**src/hw/rtl/lccm_pkg.sv**
```systemverilog
// ----------------------------------------------------------------------------
// lccm_pkg
// Shared widths, constants and a saturating-add helper for the layer color
// composite/match block.
// ----------------------------------------------------------------------------
package lccm_pkg;

    localparam int CH_W        = 8;
    localparam int COV_W       = 17;
    localparam int IN_TDATA_W  = 4 * CH_W;
    localparam int OUT_TDATA_W = 3 * CH_W;
    localparam int TARGET_W    = 3 * CH_W;

    localparam logic [COV_W-1:0] FULL_COV = 17'h10000;
    localparam logic [CH_W-1:0]  CH_MAX   = 8'hFF;
    localparam logic [CH_W-1:0]  RG_MASK  = 8'hF8;
    localparam logic [CH_W-1:0]  B_MASK   = 8'hF0;

    function automatic logic [CH_W-1:0] sat_add(input logic [CH_W-1:0] a,
                                                 input logic [CH_W-1:0] b);
        logic [CH_W:0] s;
        s = {1'b0, a} + {1'b0, b};
        return s[CH_W] ? CH_MAX : s[CH_W-1:0];
    endfunction

endpackage

```
**src/hw/rtl/layer_color_composite_match.sv**
```systemverilog
// ----------------------------------------------------------------------------
// layer_color_composite_match
// A last layer item passes the input register, then the output register, to m_.
// Throughput: one layer item per cycle unless a last item waits on a held
// result; the coverage multiplier and shift-add divide by 255 are combinational.
// Reset (aresetn low, synchronous): both stages empty, coverage full, channel
// sums zero, target color zero.
// Front-to-back compositing of layer colors over white, then a masked match
// of the result against a configured target color.
// ----------------------------------------------------------------------------
module layer_color_composite_match (
    input  logic                              aclk,
    input  logic                              aresetn,
    // tdata: layer_red[7:0], layer_green[15:8], layer_blue[23:16], layer_alpha[31:24]
    input  logic [lccm_pkg::IN_TDATA_W-1:0]   s_tdata,
    input  logic                              s_tlast,
    input  logic                              s_tvalid,
    output logic                              s_tready,
    // tdata: mixed_red[7:0], mixed_green[15:8], mixed_blue[23:16]
    output logic [lccm_pkg::OUT_TDATA_W-1:0]  m_tdata,
    // tuser: color_match[0]
    output logic                              m_tuser,
    output logic                              m_tvalid,
    input  logic                              m_tready,
    input  logic                              cfg_wr_en,
    input  logic [lccm_pkg::TARGET_W-1:0]     cfg_wr_data
);

    localparam int CW = lccm_pkg::CH_W;
    localparam int VW = lccm_pkg::COV_W;

    logic                 in_valid_reg;
    logic [CW-1:0]        in_red_reg, in_green_reg, in_blue_reg, in_alpha_reg;
    logic                 in_last_reg;

    logic [VW-1:0]        cov_reg, cov_next;
    logic [CW-1:0]        sum_r_reg, sum_g_reg, sum_b_reg;
    logic [CW-1:0]        sum_r_next, sum_g_next, sum_b_next;
    logic [lccm_pkg::TARGET_W-1:0] target_reg;

    logic                 m_valid_reg;
    logic [lccm_pkg::OUT_TDATA_W-1:0] m_data_reg;
    logic                 m_user_reg;

    logic                 out_free, advance, in_accept;
    logic [24:0]          prod_r, prod_g, prod_b, cov_prod, cov_inc, bg_full;
    logic [40:0]          div_sum;
    logic [CW-1:0]        inv_alpha, bg;
    logic [CW-1:0]        acc_r, acc_g, acc_b, fin_r, fin_g, fin_b;
    logic                 match;

    assign out_free  = !m_valid_reg || m_tready;
    assign advance   = in_valid_reg && (!in_last_reg || out_free);
    assign s_tready  = !in_valid_reg || advance;
    assign in_accept = s_tvalid && s_tready;

    always_comb begin
        prod_r = 25'(in_red_reg)   * 25'(cov_reg);
        prod_g = 25'(in_green_reg) * 25'(cov_reg);
        prod_b = 25'(in_blue_reg)  * 25'(cov_reg);
        acc_r  = lccm_pkg::sat_add(sum_r_reg, prod_r[23:16]);
        acc_g  = lccm_pkg::sat_add(sum_g_reg, prod_g[23:16]);
        acc_b  = lccm_pkg::sat_add(sum_b_reg, prod_b[23:16]);

        // floor(x / 255) = floor((x + 1) * 0x10101 / 2^24) for x < 2^24 - 1
        inv_alpha = lccm_pkg::CH_MAX - in_alpha_reg;
        cov_prod  = 25'(cov_reg) * 25'(inv_alpha);
        cov_inc   = cov_prod + 25'd1;
        div_sum   = 41'(cov_inc) + (41'(cov_inc) << 8) + (41'(cov_inc) << 16);
        cov_next  = div_sum[40:24];

        bg_full = (25'(cov_next) << 8) - 25'(cov_next);
        bg      = bg_full[23:16];
        fin_r   = lccm_pkg::sat_add(acc_r, bg);
        fin_g   = lccm_pkg::sat_add(acc_g, bg);
        fin_b   = lccm_pkg::sat_add(acc_b, bg);

        match = ((fin_r & lccm_pkg::RG_MASK) == (target_reg[23:16] & lccm_pkg::RG_MASK)) &&
                ((fin_g & lccm_pkg::RG_MASK) == (target_reg[15:8]  & lccm_pkg::RG_MASK)) &&
                ((fin_b & lccm_pkg::B_MASK)  == (target_reg[7:0]   & lccm_pkg::B_MASK));

        sum_r_next = acc_r;
        sum_g_next = acc_g;
        sum_b_next = acc_b;
    end

    always_ff @(posedge aclk) begin
        if (!aresetn) begin
            in_valid_reg <= 1'b0;
            m_valid_reg  <= 1'b0;
            cov_reg      <= lccm_pkg::FULL_COV;
            sum_r_reg    <= '0;
            sum_g_reg    <= '0;
            sum_b_reg    <= '0;
            target_reg   <= '0;
        end else begin
            if (cfg_wr_en) begin
                target_reg <= cfg_wr_data;
            end
            if (in_accept) begin
                in_valid_reg <= 1'b1;
            end else if (advance) begin
                in_valid_reg <= 1'b0;
            end
            if (advance && in_last_reg) begin
                m_valid_reg <= 1'b1;
            end else if (m_tready) begin
                m_valid_reg <= 1'b0;
            end
            if (advance) begin
                if (in_last_reg) begin
                    cov_reg   <= lccm_pkg::FULL_COV;
                    sum_r_reg <= '0;
                    sum_g_reg <= '0;
                    sum_b_reg <= '0;
                end else begin
                    cov_reg   <= cov_next;
                    sum_r_reg <= sum_r_next;
                    sum_g_reg <= sum_g_next;
                    sum_b_reg <= sum_b_next;
                end
            end
        end
    end

    always_ff @(posedge aclk) begin
        if (in_accept) begin
            in_red_reg   <= s_tdata[7:0];
            in_green_reg <= s_tdata[15:8];
            in_blue_reg  <= s_tdata[23:16];
            in_alpha_reg <= s_tdata[31:24];
            in_last_reg  <= s_tlast;
        end
        if (advance && in_last_reg) begin
            m_data_reg <= {fin_b, fin_g, fin_r};
            m_user_reg <= match;
        end
    end

    assign m_tvalid = m_valid_reg;
    assign m_tdata  = m_data_reg;
    assign m_tuser  = m_user_reg;

endmodule

```
**config.mk**
```make
export PLATFORM = sky130hd
export DESIGN_NAME = layer_color_composite_match
export DESIGN_NICKNAME = d
export VERILOG_FILES = /design/src/hw/rtl/lccm_pkg.sv /design/src/hw/rtl/layer_color_composite_match.sv
export SDC_FILE = /design/constraint.sdc
export NUM_CORES = 1
export LEC_CHECK = 0
export ABC_AREA = 1
export BUFFER_PORTS_ARGS = -buffer_cell sky130_fd_sc_hd__buf_2
export CAP_MARGIN = 20
export CORE_MARGIN = 2
export CORE_UTILIZATION = 40
export CTS_CLUSTER_DIAMETER = 30
export DETAILED_ROUTE_END_ITERATION = 6
export GPL_ROUTABILITY_DRIVEN = 1
export PLACE_DENSITY = 0.61
export SYNTH_ARGS = -nofsm -noshare
export SYNTH_HDL_FRONTEND = slang
export SYNTH_SLANG_ARGS = --single-unit
```
**constraint.sdc**
```tcl
create_clock -name aclk -period 13.9 [get_ports aclk]
set_clock_uncertainty 0.05 [all_clocks]
set_input_delay 0.695 -clock aclk [delete_from_list [all_inputs] [get_ports aclk]]
set_output_delay 0.695 -clock aclk [all_outputs]
set_load 0.01 [all_outputs]
```
After elaboration in Yosys (flattened, before gate mapping)
Index checks and enable logic that the tools add are counted.
{"block": "classes", "div": 0, "add_sub_neg": 11, "bitwise": 0, "mux": 14, "n_shift": 0, "n_lt_le_gt_ge": 0, "eq_ne": 3, "reduce_logical": 13, "mul": 4}
{"op": "8-bit by 17-bit multiplier with 24-bit output", "count": 3}
{"op": "8-bit 2-to-1 mux", "count": 9}
{"op": "8-bit by 8-bit adder with 9-bit output", "count": 6}
{"op": "34-bit by 41-bit adder with 41-bit output", "count": 1}
{"op": "25-bit by 33-bit adder with 34-bit output", "count": 1}
{"op": "25-bit by 1-bit adder with 25-bit output, second input constant", "count": 1}
{"op": "17-bit by 8-bit multiplier with 25-bit output", "count": 1}
{"op": "24-bit by 17-bit subtractor with 24-bit output", "count": 1}
{"op": "17-bit 2-to-1 mux", "count": 1}
{"op": "5-bit equality test", "count": 2}
{"op": "8-bit subtractor, first input constant", "count": 1}
{"op": "1-bit logical AND", "count": 5}
{"op": "4-bit equality test", "count": 1}
{"op": "1-bit 2-to-1 mux", "count": 4}
{"op": "2-bit nonzero test", "count": 2}
{"op": "1-bit zero test", "count": 3}
{"op": "1-bit logical OR", "count": 3}
{"block": "totals", "reg_bits": 125, "rom_bits": 0, "input_bits": 62, "mem_count": 0, "output_inout_bits": 27, "mem_bits_rw": 0, "elab_cells": 62, "latch_bits": 0}

Longest topological paths before layout
Gate-level depths: netlist (run 1).
{"block": "logic_depth", "ltp_word": 11, "mapped_depth": 67, "mapped_depth_nobuf": 66}

Worst setup path before layout (run 1)
Ideal clock, no wire load.
{"block": "synth_path", "path_kind": "reg2reg", "from": "register cov_reg[16]", "to": "register m_user_reg (netlist: m_tuser), data pin", "path_stages_with_launch": 61, "path_buffers": 2, "slack_ns": 4.530, "required_ns": 13.599, "period_less_slack_ns": 9.370, "setup_time_ns": 0.251, "t_arrival_ns": 9.069, "path_cell_list": "dfxtp_1 > clkbuf_1 > buf_1 > nand2_1 > fa_1 > inv_1 > fa_1 > fa_1 > inv_1 > fa_1 > inv_1 > ha_1 > nand2_1 > inv_1 > nand2_1 > nor2_1 > nand3b_1 > nand3_2 > (+25 left out) > xor2_1 > ha_1 > inv_1 > fa_1 > nand3b_1 > and2_1 > inv_1 > nand3_1 > nand2_2 > nand3_2 > nand2_2 > inv_4 > nand2_2 > nand2_1 > nand3_1 > nor2_1 > nand3_1 > nor2_1"}
{"block": "synth_via", "elab_chain_cells": 10, "word_cells_on_any_way": 25, "cone_classes": "add/sub (10); mul (4); eq/ne (3); mux (6); reduce/logical (2)"}
{"item": "start, declared", "line_no": "layer_color_composite_match.sv:36", "rtl": "logic [VW-1:0] cov_reg, cov_next;"}
{"item": "start signal, assigned", "line_no": "layer_color_composite_match.sv:91", "rtl": "cov_reg <= lccm_pkg::FULL_COV;"}
{"item": "start signal, assigned", "line_no": "layer_color_composite_match.sv:112", "rtl": "cov_reg <= lccm_pkg::FULL_COV;"}
{"item": "start signal, assigned", "line_no": "layer_color_composite_match.sv:117", "rtl": "cov_reg <= cov_next;"}
{"item": "17-bit by 8-bit multiplier with 25-bit output", "line_no": "layer_color_composite_match.sv:67", "rtl": "cov_prod = 25'(cov_reg) * 25'(inv_alpha);"}
{"item": "25-bit by 1-bit adder with 25-bit output", "line_no": "layer_color_composite_match.sv:68", "rtl": "cov_inc = cov_prod + 25'd1;"}
{"item": "25-bit by 33-bit adder with 34-bit output", "line_no": "layer_color_composite_match.sv:69", "rtl": "div_sum = 41'(cov_inc) + (41'(cov_inc) << 8) + (41'(cov_inc) << 16);"}
{"item": "34-bit by 41-bit adder with 41-bit output", "line_no": "layer_color_composite_match.sv:69"}
{"item": "24-bit by 17-bit subtractor with 24-bit output", "line_no": "layer_color_composite_match.sv:72", "rtl": "bg_full = (25'(cov_next) << 8) - 25'(cov_next);"}
{"item": "8-bit by 8-bit adder with 9-bit output *", "line_no": "lccm_pkg.sv:22", "rtl": "s = {1'b0, a} + {1'b0, b};"}
{"item": "8-bit 2-to-1 mux *", "line_no": "lccm_pkg.sv:23", "rtl": "return s[CH_W] ? CH_MAX : s[CH_W-1:0];"}
{"item": "net fin_g[6]", "line_no": "layer_color_composite_match.sv:49", "rtl": "logic [CW-1:0] acc_r, acc_g, acc_b, fin_r, fin_g, fin_b;"}
{"item": "5-bit equality test *", "line_no": "layer_color_composite_match.sv:79", "rtl": "((fin_g & lccm_pkg::RG_MASK) == (target_reg[15:8] & lccm_pkg::RG_MASK)) &&"}
{"item": "1-bit logical AND *", "line_no": "layer_color_composite_match.sv:78", "rtl": "match = ((fin_r & lccm_pkg::RG_MASK) == (target_reg[23:16] & lccm_pkg::RG_MASK)) &&"}
{"item": "1-bit logical AND *", "line_no": "layer_color_composite_match.sv:79"}
{"item": "net match", "line_no": "layer_color_composite_match.sv:50", "rtl": "logic match;"}
{"item": "end signal, assigned", "line_no": "layer_color_composite_match.sv:136", "rtl": "m_user_reg <= match;"}
{"item": "end, declared", "line_no": "layer_color_composite_match.sv:43", "rtl": "logic m_user_reg;"}
Mark *: on every way through the listed nets, which the timed path passes. The rest lies on a longest branch.
A chain may end at the register's enable or synchronous reset.

Final worst setup path (run 1)
{"block": "layout_path", "from": "register cov_reg[3]", "to": "register m_user_reg (netlist: m_tuser), data pin"}
{"block": "layout_via", "elab_chain_cells": 10, "word_cells_on_any_way": 25, "cone_classes": "add/sub (10); mul (4); eq/ne (3); mux (6); reduce/logical (2)"}
{"item": "17-bit by 8-bit multiplier with 25-bit output", "line_no": "layer_color_composite_match.sv:67"}
{"item": "25-bit by 1-bit adder with 25-bit output", "line_no": "layer_color_composite_match.sv:68"}
{"item": "25-bit by 33-bit adder with 34-bit output", "line_no": "layer_color_composite_match.sv:69"}
{"item": "34-bit by 41-bit adder with 41-bit output", "line_no": "layer_color_composite_match.sv:69"}
{"item": "24-bit by 17-bit subtractor with 24-bit output", "line_no": "layer_color_composite_match.sv:72"}
{"item": "8-bit by 8-bit adder with 9-bit output *", "line_no": "lccm_pkg.sv:22"}
{"item": "8-bit 2-to-1 mux *", "line_no": "lccm_pkg.sv:23"}
{"item": "net fin_r[4]", "line_no": "layer_color_composite_match.sv:49"}
{"item": "5-bit equality test *", "line_no": "layer_color_composite_match.sv:78"}
{"item": "1-bit logical AND *", "line_no": "layer_color_composite_match.sv:78"}
{"item": "1-bit logical AND *", "line_no": "layer_color_composite_match.sv:79"}
{"item": "net match", "line_no": "layer_color_composite_match.sv:50"}
Marked as above.

==> metrics.csv, run 1 <==
metric;value;unit
Final Util;0.434;
Seq/Total Area, Yosys;0.117;
max reg flops;24;
fin crit period;11.25;ns
met2 routed wirelength;27.0;mm
Tightest Hold Check Type;primary input to register;
Port Buffers;78;
pre-CTS WS;2.69;ns
CTS sink cnt;115;
# diodes;0;
# H-tree levels;4;
DRT antenna net count;0;
via-per-instance ratio;4.78;
top post-synthesis cells by area;fa_1 (30%), nand2_1 (15%), ha_1 (13%);
ys async rst share;0;
DR pass1 iterations;5;
Design Power;3.27;mW
average routed wire per standard cell;14.4;um
setup_tns;0;ns
initial antenna violation count;0;
Max Clk Rate;88.9;MHz
Worst-Margin Slew;1.02;ns
critical path class;register to register;
number of synthesized flops with an enable pin;58;
Critical Path RT;14.20;ns
die footprint;0.0634;mm^2
CTS Buffer Depth;2;
Synth Net Count;3993;
CTS Root Cell;clkbuf_16;
Max-Cap Viols;0;
CTS tree;yes;
Lkg Pwr;14.7;nW
status;finished clean;
1st-iter DRT viols;1049;
Worst IR Drop VDD;0.108;mV
metal3 WL;2.55;mm
Hold-fix buffers, CTS;0;
# rows;90;
Final Setup Violations;0;
WHS Path Cells;1;
Final Non-Filler Cells;4101;
largest area contributor in the netlist;fa_1;
DP Area;0.0256;mm^2
Total Wirelength;59.0;mm
placed insts;4068;
Final Cell Area;0.0262;mm^2
Mapped Avg Cell Area;7.41;um^2
share of cells above drive strength 1;0.0786;
synthesized flop and latch total;115;
post-cts sizing count;0;
worst hold slack;0.331;ns
RSZ-0062 raised after global routing;false;
GP Congestion;0.893;
FF-to-FF path depth;56;
Worst setup SP type;register;
Slew Viols, Final;0;
total congestion overflow;0;
via count;19618;
ys flop type;edfxtp_1;
worst skew pair latency;0.48;ns
dpl hpwl;46.1;mm
most used cell, CP;nand2_1;
nets;3988;
Core Area;0.0605;mm^2
IO Count;89;
max layer used;met4;
Ys Warns;0;
Initial Util;0.406;
Post-CTS Setup Bufs;0;
cell area power density;125;mW/mm^2
arrival time at the worst endpoint;11.55;ns
CTS buffer count;17;
critical-path maximum fanout;28;
die width;252;um
slowest CP cell;dfxtp_2;
CP Capture Type;register;
Final Hold Fails;0;
Worst path max stage delay;0.85;ns
synth unique cells;51;
Final Cycle Share;0.809;
synthesized area;0.0245;mm^2
Reg clk slew, reported paths;0.08;ns
Die Span Y;252;um
first-pass GRT wire length;101;mm
number of global-route vias before repair;19976;
DRC violations left;0;
GRT Total Usage;0.197;
final worst setup slack;2.65;ns
M1 WL;28.5;mm
largest net degree at the start of global routing;45;
area grow syn2layout;6.92;%
Mapped Cells;3311;
Synth top area share;0.301;
slew margin rel.;0.321;
area by class of cell:
| class | instances | area (um^2) |
|---|---|---|
| Clock inverter | 15 | 189 |
| Tap cell | 782 | 978 |
| Fill cell | 6171 | 34200 |
| Inverter | 772 | 2900 |
| Clock buffer | 17 | 425 |
| Timing Repair Buffer | 100 | 576 |
| Sequential cell | 115 | 2880 |
| Multi-Input combinational cell | 2300 | 18300 |
cell usage after synthesis (3+ instances only):
cell type  count
o21ai_0       37
fa_1         369
nand2_2       50
xor2_1        49
nand3b_1       8
nor2_1       180
buf_1          8
edfxtp_1      58
a21o_1        10
xnor2_1       25
nand3_1       93
or2_2         10
nand3_2       17
dfxtp_1       57
nand2_1      951
inv_2         11
inv_1        756
nand2_4       11
clkbuf_1     115
nand4_1       28
a21oi_1      146
nor3_1         5
ha_1         251
o21bai_1      10
and2_1         7
nor2_2        12
o21ai_1        3
nor2_4         3
kinds of logic (layout without fill, tap and decap cells):
logic type	count (synthesis)	in the layout	share of synthesized area
and+or+nand+nor	1382	1382	0.239
xor gates and xnor gates	75	75	0.0271
adders and majority gates	620	620	0.429
AOI/OAI and AO/OA	223	223	0.0495
buffers and inverters	896	904	0.138
DFF	115	115	0.117
final timing paths:
| kind | from | end | slack [ns] |
|---|---|---|---|
| worst min-delay path | s_tdata[27] | in_alpha_reg[3] | 0.33 |
| worst max register to register | cov_reg[3] | m_tuser | 2.65 |
| worst max-delay path | cov_reg[3] | m_tuser | 2.65 |
| worst min register to register | target_reg[14] | target_reg[14] | 0.42 |
power breakdown:
group / leakage, nW / internal [mW] / switching [mW] / total (mW)
registers: 1.01 / 0.430 / 0.0468 / 0.477
logic: 13.4 / 0.820 / 1.50 / 2.32
clock network: 0.298 / 0.258 / 0.221 / 0.479
total: 14.7 / 1.51 / 1.76 / 3.27
worst max-delay path, delay by kind of cell (launching register included):
family | cells | cell delay (ns)
fa+ha+maj | 10 | 4.10
simple gates | 27 | 2.61
compound gates | 6 | 1.36
xor+xnor | 3 | 1.13
buf+inv | 10 | 1.00
flops | 1 | 0.85
cells in the final DEF (no fill, tap or decap), types with 21 or more instances in the layout:
| cell type | instances |
|---|---|
| nand2_1 | 951 |
| inv_1 | 755 |
| fa_1 | 369 |
| ha_1 | 251 |
| nor2_1 | 179 |
| a21oi_1 | 146 |
| nand3_1 | 93 |
| buf_2 | 78 |
| edfxtp_1 | 58 |
| dfxtp_1 | 56 |
| nand2_2 | 50 |
| xor2_1 | 49 |
| o21ai_0 | 37 |
| nand4_1 | 28 |
| xnor2_1 | 25 |
| buf_4 | 21 |
metal layers:
| metal | vias to the layer above | track usage |
|---|---|---|
| met5 | - | 0 |
| met4 | 0 | 0.0457 |
| met3 | 57 | 0.0275 |
| met2 | 336 | 0.322 |
| met1 | 9396 | 0.276 |
| li1 | 9829 | - |
Power figures use the tool's default switching activity.
==> run 2: changes to the inputs <==
--- a/config.mk
+++ b/config.mk
@@ -5,7 +5,7 @@
 export SDC_FILE = /design/constraint.sdc
 export NUM_CORES = 1
 export LEC_CHECK = 0
-export ABC_AREA = 1
+export ABC_AREA = 0
 export BUFFER_PORTS_ARGS = -buffer_cell sky130_fd_sc_hd__buf_2
 export CAP_MARGIN = 20
 export CORE_MARGIN = 2
==> constraint.sdc (replaced) <==
create_clock -name aclk -period 11.2 [get_ports aclk]
set_clock_uncertainty 0.05 [all_clocks]
set_input_delay 0.56 -clock aclk [delete_from_list [all_inputs] [get_ports aclk]]
set_output_delay 0.56 -clock aclk [all_outputs]
set_load 0.01 [all_outputs]
==> metrics.csv, run 2 <==
metric;value;unit;change
most frequent cells in the layout;inv_1 (383), fa_1 (366), buf_4 (364);;was nand2_1 (951), inv_1 (755), fa_1 (369)
reg-to-reg endpoint;cov_reg[1];;was m_tuser
CTS Root Cell;clkbuf_16;;unchanged
cell area power density;238;mW/mm^2;was 125 mW/mm^2
Worst R2R Start;in_alpha_reg[3];;was cov_reg[3]
worst hold slack;0.216;ns;was 0.331 ns
critical-path maximum fanout;5;;was 28
synthesized area;0.0241;mm^2;was 0.0245 mm^2
worst skew pair latency;0.46;ns;was 0.48 ns
Reg clk slew, reported paths;0.07;ns;was 0.08 ns
beginning of the worst hold path;s_tdata[7];;was s_tdata[27]
first-pass GRT wire length;110;mm;was 101 mm
max reg flops;24;;unchanged
Port Buffers;78;;unchanged
top post-synthesis cells by area;fa_1 (31%), ha_1 (13%), edfxtp_1 (7.2%);;was fa_1 (30%), nand2_1 (15%), ha_1 (13%)
average routed wire per standard cell;17.3;um;was 14.4 um
RSZ-0062 raised after global routing;true;;was false
Design Power;6.90;mW;was 3.27 mW
# H-tree levels;4;;unchanged
Final Cycle Share;1.08;;was 0.809
Max-Cap Viols;0;;unchanged
final worst setup slack;-0.861;ns;was 2.65 ns
Seq/Total Area, Yosys;0.120;;was 0.117
R2R setup slack;-0.86;ns;was 2.65 ns
die footprint;0.0622;mm^2;was 0.0634 mm^2
Sequential Area;0.00289;mm^2;was 0.00288 mm^2
fin crit period;12.06;ns;was 11.25 ns
via count;20109;;was 19618
number of synthesized flops with an enable pin;58;;unchanged
Buf/Inv on CP;44;;was 10
# rows;89;;was 90
Fill cells;5591;;was 6171
pre-CTS WS;-0.717;ns;was 2.69 ns
Core Area;0.0592;mm^2;was 0.0605 mm^2
most frequent cells after synthesis;inv_1 (392), fa_1 (369), nand2_1 (324);;was nand2_1 (951), inv_1 (756), fa_1 (369)
Worst-Margin Slew;0.982;ns;was 1.02 ns
Worst path max stage delay;0.59;ns;was 0.85 ns
Critical Path RT;11.50;ns;was 14.20 ns
Mapped Cells;2709;;was 3311
CTS buffer count;17;;unchanged
Mapped Avg Cell Area;8.90;um^2;was 7.41 um^2
Tightest Hold Check Type;primary input to register;;unchanged
total congestion overflow;0;;unchanged
slowest CP cell;fa_1;;was dfxtp_2
ys async rst share;0;;unchanged
Total Wirelength;66.2;mm;was 59.0 mm
Die Span Y;249;um;was 252 um
CP Capture Type;register;;unchanged
Slew Viols, Final;0;;unchanged
ys flop type;edfxtp_1;;unchanged
critical path class;register to register;;unchanged
GRT Total Usage;0.218;;was 0.197
1st-iter DRT viols;1055;;was 1049
dpl hpwl;50.8;mm;was 46.1 mm
CP top delay family;buffers and inverters;;was adder cells
slew margin rel.;0.344;;was 0.321
failing checks;negative setup slack;;
CTS sink cnt;115;;unchanged
FF-to-FF path depth;73;;was 56
GP Congestion;0.902;;was 0.893
die width;249;um;was 252 um
# diodes;0;;unchanged
arrival time at the worst endpoint;12.36;ns;was 11.55 ns
synth unique cells;92;;was 51
Synth Net Count;3391;;was 3993
share of cells above drive strength 1;0.199;;was 0.0786
initial antenna violation count;1;;was 0
DR pass1 iterations;5;;unchanged
Final Hold Fails;0;;unchanged
Max Clk Rate;82.9;MHz;was 88.9 MHz
Initial Util;0.407;;was 0.406
IO Count;89;;unchanged
Synth top area share;0.306;;was 0.301
nets;3730;;was 3988
area grow syn2layout;20.2;%;was 6.92%
Ys Warns;0;;unchanged
Hold EP;in_red_reg[7];;was in_alpha_reg[3]
DRC violations left;0;;unchanged
Lkg Pwr;13.9;nW;was 14.7 nW
via-per-instance ratio;5.24;;was 4.78
largest area contributor in the netlist;fa_1;;unchanged
synthesized flop and latch total;115;;unchanged
Worst IR Drop VDD;0.193;mV;was 0.108 mV
DRT antenna net count;0;;unchanged
Final Setup Violations;12;;was 0
CTS tree;yes;;unchanged
status;finished, violations left;;was finished clean
multi-input logic area;0.0198;mm^2;was 0.0183 mm^2
WHS Path Cells;1;;unchanged
number of global-route vias before repair;21202;;was 19976
most common cell after layout, fill and taps aside;inv_1;;was nand2_1
CTS Buffer Depth;2;;unchanged
Worst setup SP type;register;;unchanged
largest net degree at the start of global routing;58;;was 45
most used cell, CP;buf_4;;was nand2_1
most common cell in the netlist;inv_1;;was nand2_1
[run 2: cell count changes after synthesis, sizes merged, moves of 55 or more]
cell | before | now
nand2 | 1012 | 326
nor2 | 196 | 77
inv | 769 | 392
nand2b | 0 | 71
xnor2 | 25 | 80
a21oi | 148 | 91
and2 | 7 | 192
nand3 | 111 | 23
nor2b | 0 | 151
[run 2: logic make-up after synthesis]
group / Yosys count / share of synthesized area
AND/OR/NAND/NOR: 938 / 0.202
adder cells (fa/ha/maj): 625 / 0.439
buffers and inverters: 521 / 0.0819
AO/OA/AOI/OAI: 387 / 0.111
flip-flops: 115 / 0.120
XOR/XNOR: 104 / 0.0378
multiplexers: 19 / 0.00805
[run 2: cell type report]
cell class | instances | share of cell area
Clock buffer | 19 | 0.0153
Clock inverter | 13 | 0.00518
Inverter | 393 | 0.0510
Multi-Input combinational cell | 2073 | 0.685
Sequential cell | 115 | 0.0996
Tap cell | 773 | 0.0334
Timing Repair Buffer | 448 | 0.110
[run 2: timing repair]
| action | 4_1_cts | 5_1_grt |
|---|---|---|
| pin swaps | 21 | 42 |
| gates cloned | 1 | 0 |
| gates resized for setup | 48 | 56 |
| setup endpoints to repair | 22 | 26 |
| hold buffers | 0 | 0 |
| setup buffers | 48 | 13 |
[run 2: how the worst max path moves through the flow]
stage	startpoint	endpoint	slack, ns	depth (start not counted)
6_report	in_alpha_reg[3]	cov_reg[1]	-0.86	73
5_1_grt	in_alpha_reg[3]	m_tuser	-1.17	53
4_1_cts	in_alpha_reg[3]	m_tuser	-0.53	57
3_5_place_dp	in_alpha_reg[3]	m_tuser	-0.72	54
3_3_place_gp	in_alpha_reg[3]	m_tuser	-0.49	50
2_1_floorplan	in_alpha_reg[4]	m_tuser	-0.34	56
[run 2: worst register-to-register path: cells and delay by family (launching register included)]
kind	cells	cell delay (ns)
xor+xnor	1	0.10
compound gates	11	1.80
flops	1	0.48
buf+inv	44	5.34
simple gates	10	1.18
fa+ha+maj	7	2.99
[run 2: where the power goes]
part / internal, mW / leakage [nW] / switching (mW)
Combinational: 2.80 / 12.6 / 2.92
Sequential: 0.544 / 1.01 / 0.0583
Clock: 0.337 / 0.284 / 0.245
[run 2: metal layers]
layer | part of all wire | vias to the layer above | GRT usage
li1 | - | 9397 | -
met1 | 0.46 | 10070 | 0.298
met2 | 0.48 | 539 | 0.368
met3 | 0.046 | 101 | 0.0289
met4 | 0.019 | 2 | 0.0506
met5 | 0.00020 | - | 0
[run 2: per-stage QoR]
stage	setup TNS (ns)	utilization	std cells	area (um^2)
after floorplan	-0.336	-	2709	24300
after global placement	-0.832	0.463	3740	27500
after detailed placement	-3.15	0.463	3740	27500
after CTS	-0.957	0.483	3821	28600
after global routing	-13.39	0.489	3834	29000
final	-2.04	0.489	3834	29000
